## config.mk

```make
export PLATFORM = sky130hd
export DESIGN_NAME = swmm_queue
export DESIGN_NICKNAME = d
export VERILOG_FILES = /design/src/rtl/swmm_queue.sv
export SDC_FILE = /design/constraint.sdc
export NUM_CORES = 1
export LEC_CHECK = 0
export ABC_AREA = 0
export BUFFER_PORTS_ARGS = -buffer_cell sky130_fd_sc_hd__buf_2
export CELL_PAD_IN_SITES_DETAIL_PLACEMENT = 0
export CELL_PAD_IN_SITES_GLOBAL_PLACEMENT = 1
export CORE_MARGIN = 2
export CORE_UTILIZATION = 39
export DETAILED_ROUTE_END_ITERATION = 12
export GPL_TIMING_DRIVEN = 0
export PLACE_DENSITY_LB_ADDON = 0.08
export SLEW_MARGIN = 20
export SYNTH_ARGS = -nofsm -noshare
export SYNTH_HDL_FRONTEND = slang
export SYNTH_SLANG_ARGS = --single-unit
```

## constraint.sdc

```tcl
create_clock -name clk -period 2.5 [get_ports clk]
set_input_delay 0.5 -clock clk [delete_from_list [all_inputs] [get_ports clk]]
set_output_delay 0.5 -clock clk [all_outputs]
set_load 0.02 [all_outputs]
```

## src/rtl/swmm_queue.sv

```systemverilog
// swmm_queue: two-entry fifo between the front and the deque engine
// no dependencies
`default_nettype none

module swmm_queue #(
  parameter int DATA_BITS = 66
) (
  input  wire logic                 clk,
  input  wire logic                 rst,
  input  wire logic                 push_valid,
  output      logic                 push_ready,
  input  wire logic [DATA_BITS-1:0] push_data,
  output      logic                 pop_valid,
  input  wire logic                 pop_ready,
  output      logic [DATA_BITS-1:0] pop_data
);

  logic [DATA_BITS-1:0] slots [2];
  logic                 wr_ptr;
  logic                 rd_ptr;
  logic [1:0]           count;
  logic                 do_push;
  logic                 do_pop;

  assign push_ready = (count != 2'd2);
  assign pop_valid  = (count != 2'd0);
  assign pop_data   = slots[rd_ptr];
  assign do_push    = push_valid && push_ready;
  assign do_pop     = pop_valid && pop_ready;

  always_ff @(posedge clk) begin
    if (do_push) begin
      slots[wr_ptr] <= push_data;
    end
  end

  always_ff @(posedge clk) begin
    if (rst) begin
      wr_ptr <= 1'b0;
      rd_ptr <= 1'b0;
      count  <= 2'd0;
    end else begin
      if (do_push) begin
        wr_ptr <= ~wr_ptr;
      end
      if (do_pop) begin
        rd_ptr <= ~rd_ptr;
      end
      case ({do_push, do_pop})
        2'b10:   count <= count + 2'd1;
        2'b01:   count <= count - 2'd1;
        default: count <= count;
      endcase
    end
  end

endmodule

`default_nettype wire

```

==> results.toml <==
[power]
swShare_pct = 28.7
p_comb_share_pct = 27.5
pwr-share-seq_pct = 41.0
leakage_uw = 0.00244
peakVddDrop_mv = 0.539
internal_power_uw = 5170
pwr-share-clk_pct = 31.5
p_sw_uw = 2090
finalPower_uw = 7260
pwr_density_cell_nw_per_um2 = 1120

[grt]
grt_pass1_wl_um = 12500
grt.total_usage_pct = 12.9
overflow = 0
grt_max_degree = 42
antenna_found_initial = 0
grt_pass1_vias = 2560

[clock_tree]
clockBufferDepth = 2
cts-buffers-inserted = 17
post_cts_buffers = 0
ctsResizeCount = 0
h-tree-depth = 4
clock_latency_ns = 0.41
cts_tree = "done"
clkTransAtPathRegs_ns = 0.05
postCtsHoldBufs = 0
root_buffer = "clkbuf_16"
cts_sinks = 137

[finish]
area_delta_synth_final_pct = 30.6
fillCellCount = 1113
final_cell_mix = "buf_2 (140), edfxtp_1 (132), mux2_2 (66)"
num_antenna_cells = 0
final_common_cell = "buf_2"
drive_gt1_share_pct = 60.3
final_nets = 459
multi_input_area_um2 = 867
ff_latch_area_um2 = 4060

[die]
die_w_um = 117
start_util_pct = 39.7
die_y_um = 117
rows = 41
io_pins = 138
design.core.area_um2 = 12500
dieArea_um2 = 13700

[drt]
drtIter0Drc = 72
avgRoutedWirePerCell_um = 15.0
drtAntennaViolNets = 0
routed_via_density = 4.54
num_vias = 2601
first_pass_iters = 4
drc = 0
drt-total-wl_um = 8600

[logic_synthesis]
ys_types = 20
syn-cell-area_um2 = 4970
ys_async_sr_fraction_pct = 0
yosys.area_share.simple_pct = 0.956
synth_xor_area_share_pct = 0.528
synthFlopType = "edfxtp_1"
ys_warn_count = 0
yosys.area_share.adder_pct = 0.252
seq_area_frac_synth_pct = 81.7
syn_nets = 300
synth_mux_area_share_pct = 14.9
synth_top_family_by_area = "multiplexers"
avgSynthCellArea_um2 = 21.7
synth_seq_cells = 137
synth-edff-count = 132
synth_cells = 229
synth-compound-area-share_pct = 0.654

[worst_setup_path]
crit_top_cell = "buf_2"
slowest_delay_ns = 0.36
path_max_fanout = 10
cp.arrival_ns = 1.79
critical_path_required_ns = 2.00
reg2regPathDepth = 4
r2r_slack_ns = 0.72
path_cells = "buf_2, buf_4, mux2_2, buf_2"
start_kind = "flop"
cp_slowest_cell = "mux2_2"
end_kind = "output port"
rr_startpoint = "count[0]"
timing.rr.end = "slots[0][7]"
path_class = "flop to output port"

[timing]
setup_tns_ns = 0
rsz0062_at_grt = "false"
finalSetupViolations = 0
slew_viol_final = 0
fin_crit_sh_pct = 91.7
final_hold_viol_count = 0
worst_pin_slew_ns = 0.445
finClkSkew_ns = 0.00758
slew_headroom_pct = 70.3
fmax_mhz = 436
period_needed_ns = 2.29

[worst_hold_path]
hp-start = "push_data[0]"
whs_path_depth = 1
hold_end = "slots[1][0]"
hold_path_class = "input port to flop"

[placed_design]
dpl.hpwl_um = 5590
place.gp.congestion = 0.677
io_buffers = 137

[job]
maxCapViolCount = 0

[outcome]
status = "finished clean"
## worst max-delay path by stage
| stage | start | to | slack (ns) | cells after the start |
|---|---|---|---|---|
| after detailed placement | flop | pop_data[21] | 0.58 | 4 |
| final | flop | pop_data[50] | 0.21 | 4 |
| after CTS | flop | pop_data[25] | 0.14 | 4 |
| after global routing | flop | pop_data[21] | 0.09 | 4 |
| after floorplan | count[0] | slots[0][0] | 0.32 | 3 |
| after global placement | push_valid | slots[0][37] | -0.34 | 3 |
## critical path, delay by kind of cell (launching register included)
family	cells	cell delay (ns)
buffers and inverters	3	0.69
multiplexers	1	0.36
flip-flops	1	0.34
## final cells by class
| cell class | instances | area share [%] |
|---|---|---|
| inverters | 1 | 0.116 |
| plain buffers | 7 | 0.693 |
| clock inverters | 11 | 1.62 |
| multi-input cells | 84 | 13.3 |
| clock buffers | 21 | 6.78 |
| repair buffers | 140 | 11.6 |
| well taps | 172 | 3.31 |
| flip-flops and latches | 137 | 62.5 |
## stage by stage
stage                     instance area, µm²  hold slack [ns]  std cells  worst slack [ns]  utilization (%)
final                                   6500            0.277        573             0.207             51.9
after floorplan                         4980            0.474        229             0.315                -
after global placement                  5880            0.496        538            -0.337             47.0
after CTS                               6500            0.255        573             0.141             51.9
after detailed placement                5950            0.521        541             0.577             47.6
after global routing                    6500            0.253        573            0.0894             51.9
## Yosys cell counts, drive strengths merged, types with 2 or more instances
| cell | instances | area [µm²] |
|---|---|---|
| buf | 7 | 45.0 |
| a21oi | 2 | 10.0 |
| nor2 | 3 | 11.3 |
| edfxtp | 132 | 3960 |
| xnor2 | 2 | 17.5 |
| dfxtp | 5 | 100 |
| mux2 | 66 | 743 |
## layer usage
layer | routed length (µm) | vias to the layer above | GRT usage [%]
li1 | - | 1231 | -
met2 | 4190 | 92 | 20.2
met5 | 0 | - | 0
met4 | 170 | 0 | 7.06
met1 | 3520 | 1263 | 14.5
met3 | 714 | 15 | 6.13
## registers in the layout (all words and copies together), names as in the netlist, named ones only
| name | count |
|---|---|
| count | 2 |
| rd_ptr | 1 |
| slots | 132 |
| wr_ptr | 1 |
## power groups by stage
stage                     combinational, µW  clock, µW  sequential [µW]
after global routing                   2160       2440             3010
after CTS                              2050       2340             2980
after global placement                 1980          0             3030
after detailed placement               2040          0             3030
final                                  2000       2280             2980
after floorplan                        1370          0             3010
## logic make-up after synthesis
family | count (synthesis)
AO/OA/AOI/OAI | 5
XOR/XNOR | 3
adder cells (fa/ha/maj) | 1
buffers and inverters | 8
flip-flops | 137
multiplexers | 66
AND/OR/NAND/NOR | 9
Power figures use the tool's default switching activity.
