[config.mk]
export PLATFORM = sky130hd
export DESIGN_NAME = swmm_front_flat
export DESIGN_NICKNAME = d
export VERILOG_FILES = /design/src/rtl/swmm_pkg.sv /design/src/rtl/swmm_if.sv /design/src/rtl/swmm_front.sv /design/src/flat_wrapper.sv
export SDC_FILE = /design/constraint.sdc
export NUM_CORES = 1
export LEC_CHECK = 0
export BUFFER_PORTS_ARGS = -buffer_cell sky130_fd_sc_hd__buf_4
export CAP_MARGIN = 25
export CORE_ASPECT_RATIO = 0.8
export CORE_MARGIN = 1.5
export CORE_UTILIZATION = 47
export DETAILED_ROUTE_END_ITERATION = 7
export PLACE_DENSITY_LB_ADDON = 0.2
export RECOVER_POWER = 100
export SLEW_MARGIN = 30
export SYNTH_ARGS = -nofsm -noshare
export SYNTH_HDL_FRONTEND = slang
export SYNTH_SLANG_ARGS = --single-unit
[constraint.sdc]
create_clock -name clk -period 5.2 [get_ports clk]
set_clock_uncertainty 0.1 [all_clocks]
set_input_delay 0.26 -clock clk [delete_from_list [all_inputs] [get_ports clk]]
set_output_delay 0.26 -clock clk [all_outputs]
set_load 0.02 [all_outputs]
[src/rtl/swmm_pkg.sv]
// swmm_pkg: shared types and constants of the sliding window min/max block
// no dependencies; imported by the front, the engine, the top level and the checker
`default_nettype none

package swmm_pkg;

  localparam int POS_BITS       = 32;  // position stamp, wraps modulo 2^32
  localparam int WS_BITS        = 11;  // window_size register
  localparam int APB_ADDR_BITS  = 3;
  localparam int APB_DATA_BITS  = 32;
  localparam int REG_IDX_LSB    = 2;   // registers sit on 4-byte steps

  // register indexes
  localparam logic REG_WINDOW_SIZE = 1'b0;
  localparam logic REG_MODE        = 1'b1;

  // mode codes
  localparam logic MODE_MIN = 1'b0;
  localparam logic MODE_MAX = 1'b1;

  localparam logic [WS_BITS-1:0] WINDOW_SIZE_RESET = WS_BITS'(1);

  typedef struct packed {
    logic [WS_BITS-1:0] window_size;
    logic               mode;
  } cfg_t;

  // control part of a queued item, the sample travels beside it
  typedef struct packed {
    logic                first_sample;
    logic                last_sample;
    logic [POS_BITS-1:0] pos;
  } item_ctl_t;

endpackage

`default_nettype wire

[src/rtl/swmm_if.sv]
// swmm_sample_if / swmm_result_if: valid-ready channels of the block
// depends on nothing; used by the front, the engine and the top level
`default_nettype none

interface swmm_sample_if #(
  parameter int SAMPLE_BITS = 32
);
  logic                          valid;
  logic                          ready;
  logic signed [SAMPLE_BITS-1:0] sample;
  logic                          first_sample;
  logic                          last_sample;

  modport source (output valid, output sample, output first_sample,
                  output last_sample, input ready);
  modport sink   (input valid, input sample, input first_sample,
                  input last_sample, output ready);
endinterface


`default_nettype wire

[src/rtl/swmm_front.sv]
// swmm_front: accepts sample beats and stamps each with its stream position
// depends on swmm_pkg and swmm_sample_if
`default_nettype none

module swmm_front #(
  parameter int SAMPLE_BITS = 32
) (
  input  wire logic                      clk,
  input  wire logic                      rst,
  swmm_sample_if.sink                    sample_ch,
  output      logic                      push_valid,
  input  wire logic                      push_ready,
  output      logic [SAMPLE_BITS-1:0]    push_sample,
  output      swmm_pkg::item_ctl_t       push_ctl
);
  import swmm_pkg::*;

  logic [POS_BITS-1:0] position_counter;

  assign sample_ch.ready = push_ready;
  assign push_valid      = sample_ch.valid;
  assign push_sample     = sample_ch.sample;

  always_comb begin
    push_ctl.first_sample = sample_ch.first_sample;
    push_ctl.last_sample  = sample_ch.last_sample;
    push_ctl.pos          = position_counter;
  end

  // first_sample does not restart the position count
  always_ff @(posedge clk) begin
    if (rst) begin
      position_counter <= '0;
    end else if (sample_ch.valid && push_ready) begin
      position_counter <= position_counter + 1'b1;
    end
  end

endmodule

`default_nettype wire

[src/flat_wrapper.sv]
// flat-port wrapper written by rule: the top's interface ports become plain ports
module swmm_front_flat import swmm_pkg::*;
#(
  parameter int SAMPLE_BITS = 32
)
  (clk, rst, push_valid, push_ready, push_sample, push_ctl, sample_ch_valid, sample_ch_sample, sample_ch_first_sample, sample_ch_last_sample, sample_ch_ready);
  swmm_sample_if #(.SAMPLE_BITS(SAMPLE_BITS)) sample_ch_i ();
  input  wire logic clk;
  input  wire logic rst;
  output      logic push_valid;
  input  wire logic push_ready;
  output      logic [SAMPLE_BITS-1:0] push_sample;
  output      swmm_pkg::item_ctl_t push_ctl;
  input wire logic [$bits(sample_ch_i.valid)-1:0] sample_ch_valid;
  input wire logic [$bits(sample_ch_i.sample)-1:0] sample_ch_sample;
  input wire logic [$bits(sample_ch_i.first_sample)-1:0] sample_ch_first_sample;
  input wire logic [$bits(sample_ch_i.last_sample)-1:0] sample_ch_last_sample;
  output wire logic [$bits(sample_ch_i.ready)-1:0] sample_ch_ready;
  assign sample_ch_i.valid = sample_ch_valid;
  assign sample_ch_i.sample = sample_ch_sample;
  assign sample_ch_i.first_sample = sample_ch_first_sample;
  assign sample_ch_i.last_sample = sample_ch_last_sample;
  assign sample_ch_ready = sample_ch_i.ready;
  swmm_front #(.SAMPLE_BITS(SAMPLE_BITS)) u_core (.clk(clk), .rst(rst), .sample_ch(sample_ch_i), .push_valid(push_valid), .push_ready(push_ready), .push_sample(push_sample), .push_ctl(push_ctl));
endmodule
==> impl_metrics.yaml <==
run_status:
  status: "complete, no violations"
clock_tree:
  path_clk_slew_ps: 70
  clock-sinks: 32
  clockBufferDepth: 2
  post_cts_resized: 0
  cts_hold_repair.buffers: 0
  root_buffer: "clkbuf_8"
  cts_tree: "yes"
  clk_latency_ps: 280
  post_cts_buffers: 0
  cts-buffers-inserted: 5
  h-tree-depth: 2
logic_synthesis:
  yosysTopAreaCell: "dfxtp_1"
  yosys.area.top_type_share: 0.3519
  synth.area.top_cells: "dfxtp_1, buf_4, or4_1, a21oi_1, xnor2_1"
  ys_seq_area_frac: 0.3519
  synth_nets: 257
  synth_seq_cells: 32
  syn_inst: 218
  syn_area_per_cell_um2: 8.351
  yosysUniqueCellTypes: 29
  synth_warnings: 0
  syn-cell-area_mm2: 0.001820
final_layout:
  nNetsFinal: 254
  design_area_mm2: 0.001789
  top_register: "u_core.position_counter"
  antenna_cells: 0
  largestRegisters: "u_core.position_counter: 32 flops"
  stdcell_count: 260
  drive_above_1_share: 0.06944
  syn_to_final_growth_pct: -1.718
  largest_reg_flops: 32
power_and_ir_drop:
  peakVddDrop_v: 0.0001312
  leakagePower_nw: 0.5434
  powerDensity_mw_per_mm2: 276.3
  total_power_w: 0.0004944
route:
  highest_layer: "met4"
  via_per_inst: 5.696
  vias: 1481
  routedWlPerCell_um: 14.37
  drc: 0
  wl_met1_um: 1806
  drtIter0Drc: 94
  wirelength_um: 3737
  firstDrtPassIters: 4
  met2_length_um: 1659
  dr_wl_met3_um: 237
  ant_nets: 0
timing:
  worst_slew_pin_slew_ps: 598.4
  fin_crit_sh: 0.4578
  period_needed_ps: 2380
  rsz0062_at_grt: "false"
  maxSlewHeadroom: 0.5999
  finalSetupViolations: 0
  tns_ps: 0
  fmax_mhz: 420.1
  maxSlewViolCount: 0
  holdWs_ps: 192.2
  hold_violations: 0
floorplanning:
  die_area_mm2: 0.004258
  die_x_um: 72.58
  ios: 106
  core_area_mm2: 0.003754
  start_util: 0.4850
  die_h_um: 58.67
  rows: 20
worst_setup_path:
  crit_required_ps: 5280
  crit_fanout: 16
  crit_type: "flip-flop to flip-flop"
  worst_setup_path_end_kind: "flip-flop"
  crit_arrival_ps: 2460
  r2r_cells: 4
  startpoint_type: "flip-flop"
place:
  io_buffers: 37
  dp.cells: 252
  dpl.hpwl_um: 2582
  place.gp.congestion: 0.7172
  post_dp_cell_area_mm2: 0.001821
global_routing:
  antenna_found_initial: 0
  grt_use_total: 0.1856
  grt_pass1_wl_um: 6134
  grt_max_degree: 38
  grt_pass1_vias: 1342
  overflow: 0
min_path:
  holdPathStages: 3
  hp-class: "input pin to flip-flop"
flow_run:
  maxCapViolCount: 0
[logic make-up after synthesis]
family	after synthesis	share of synthesized area
simple gates	86	0.2653
buf+inv	52	0.1931
flops	32	0.3519
compound gates	31	0.09897
xor+xnor	11	0.05293
mux	5	0.03093
fa+ha+maj	1	0.006872
[metal layers]
metal / up-vias / GRT usage
li1: 732 / -
met3: 8 / 0.07877
met5: - / 0
met4: 0 / 0.05930
met1: 689 / 0.2341
met2: 52 / 0.2883
[where the power goes]
part,internal [W],switching [W]
clock,0.000142,0.0000915
sequential,0.000246,0.00000114
combinational,0.00000374,0.00000991
total,0.000392,0.000103
[synth_stat cells]
cell type and n:
nor4b_1 1, nand3_2 1, clkbuf_2 1, or3_1 7, buf_1 3, nor3_1 2
nor2_1 17, xnor2_1 9, nor2b_1 5, or4_1 11, xor2_1 2, nand4_2 1
nand3_1 13, nor4_1 8, o31ai_1 10, buf_2 1, nand4_1 2, clkbuf_1 3
inv_1 5, buf_6 2, and3_1 4, nand2_1 11, a21oi_1 16, o21ai_0 5
ha_1 1, and4_1 3, buf_4 37, dfxtp_1 32, mux2_2 5
[final timing paths]
path | startpoint | end | slack (ps)
worst max-delay path | u_core.position_counter[2] | u_core.position_counter[31] | 2820
worst min register to register | u_core.position_counter[30] | u_core.position_counter[30] | 400
worst max register to register | u_core.position_counter[2] | u_core.position_counter[31] | 2820
worst min-delay path | sample_ch_valid | u_core.position_counter[1] | 190
[cell type report]
class | count | area (µm²)
Sequential cell | 32 | 640.6
Clock buffer | 6 | 72.57
Timing Repair Buffer | 37 | 150.1
Multi-Input combinational cell | 134 | 817.0
Tap cell | 44 | 55.05
Clock inverter | 2 | 35.03
Inverter | 5 | 18.77
Fill cell | 403 | 1964
[cells in the final DEF, fill, tap and decap left out, drive strengths merged]
| master | n |
|---|---|
| or4 | 11 |
| or3 | 7 |
| clkinv | 1 |
| inv | 5 |
| nand2 | 11 |
| a21oi | 16 |
| bufinv | 1 |
| dfxtp | 32 |
| nor4b | 1 |
| nor2b | 5 |
| and4 | 3 |
| o21ai | 5 |
| mux2 | 5 |
| clkbuf | 40 |
| nor3 | 2 |
| buf | 3 |
| xor2 | 2 |
| o31ai | 10 |
| ha | 1 |
| nor4 | 8 |
| nor2 | 17 |
| and3 | 4 |
| nand4 | 3 |
| xnor2 | 9 |
| nand3 | 14 |
[worst max-delay path, cell delays in order (launching register included)]
cell,delay (ps)
dfxtp_1,410
nand3_1,300
or3_1,690
nor4_1,410
mux2_2,370
[stage by stage]
stage               setup slack (ps)    util
global route                    2661  0.4767
finish                          2820  0.4767
floorplan                       3040       -
CTS                             2847  0.5137
global placement                2946  0.4850
detailed placement              2853  0.4850
Power figures use the tool's default switching activity.
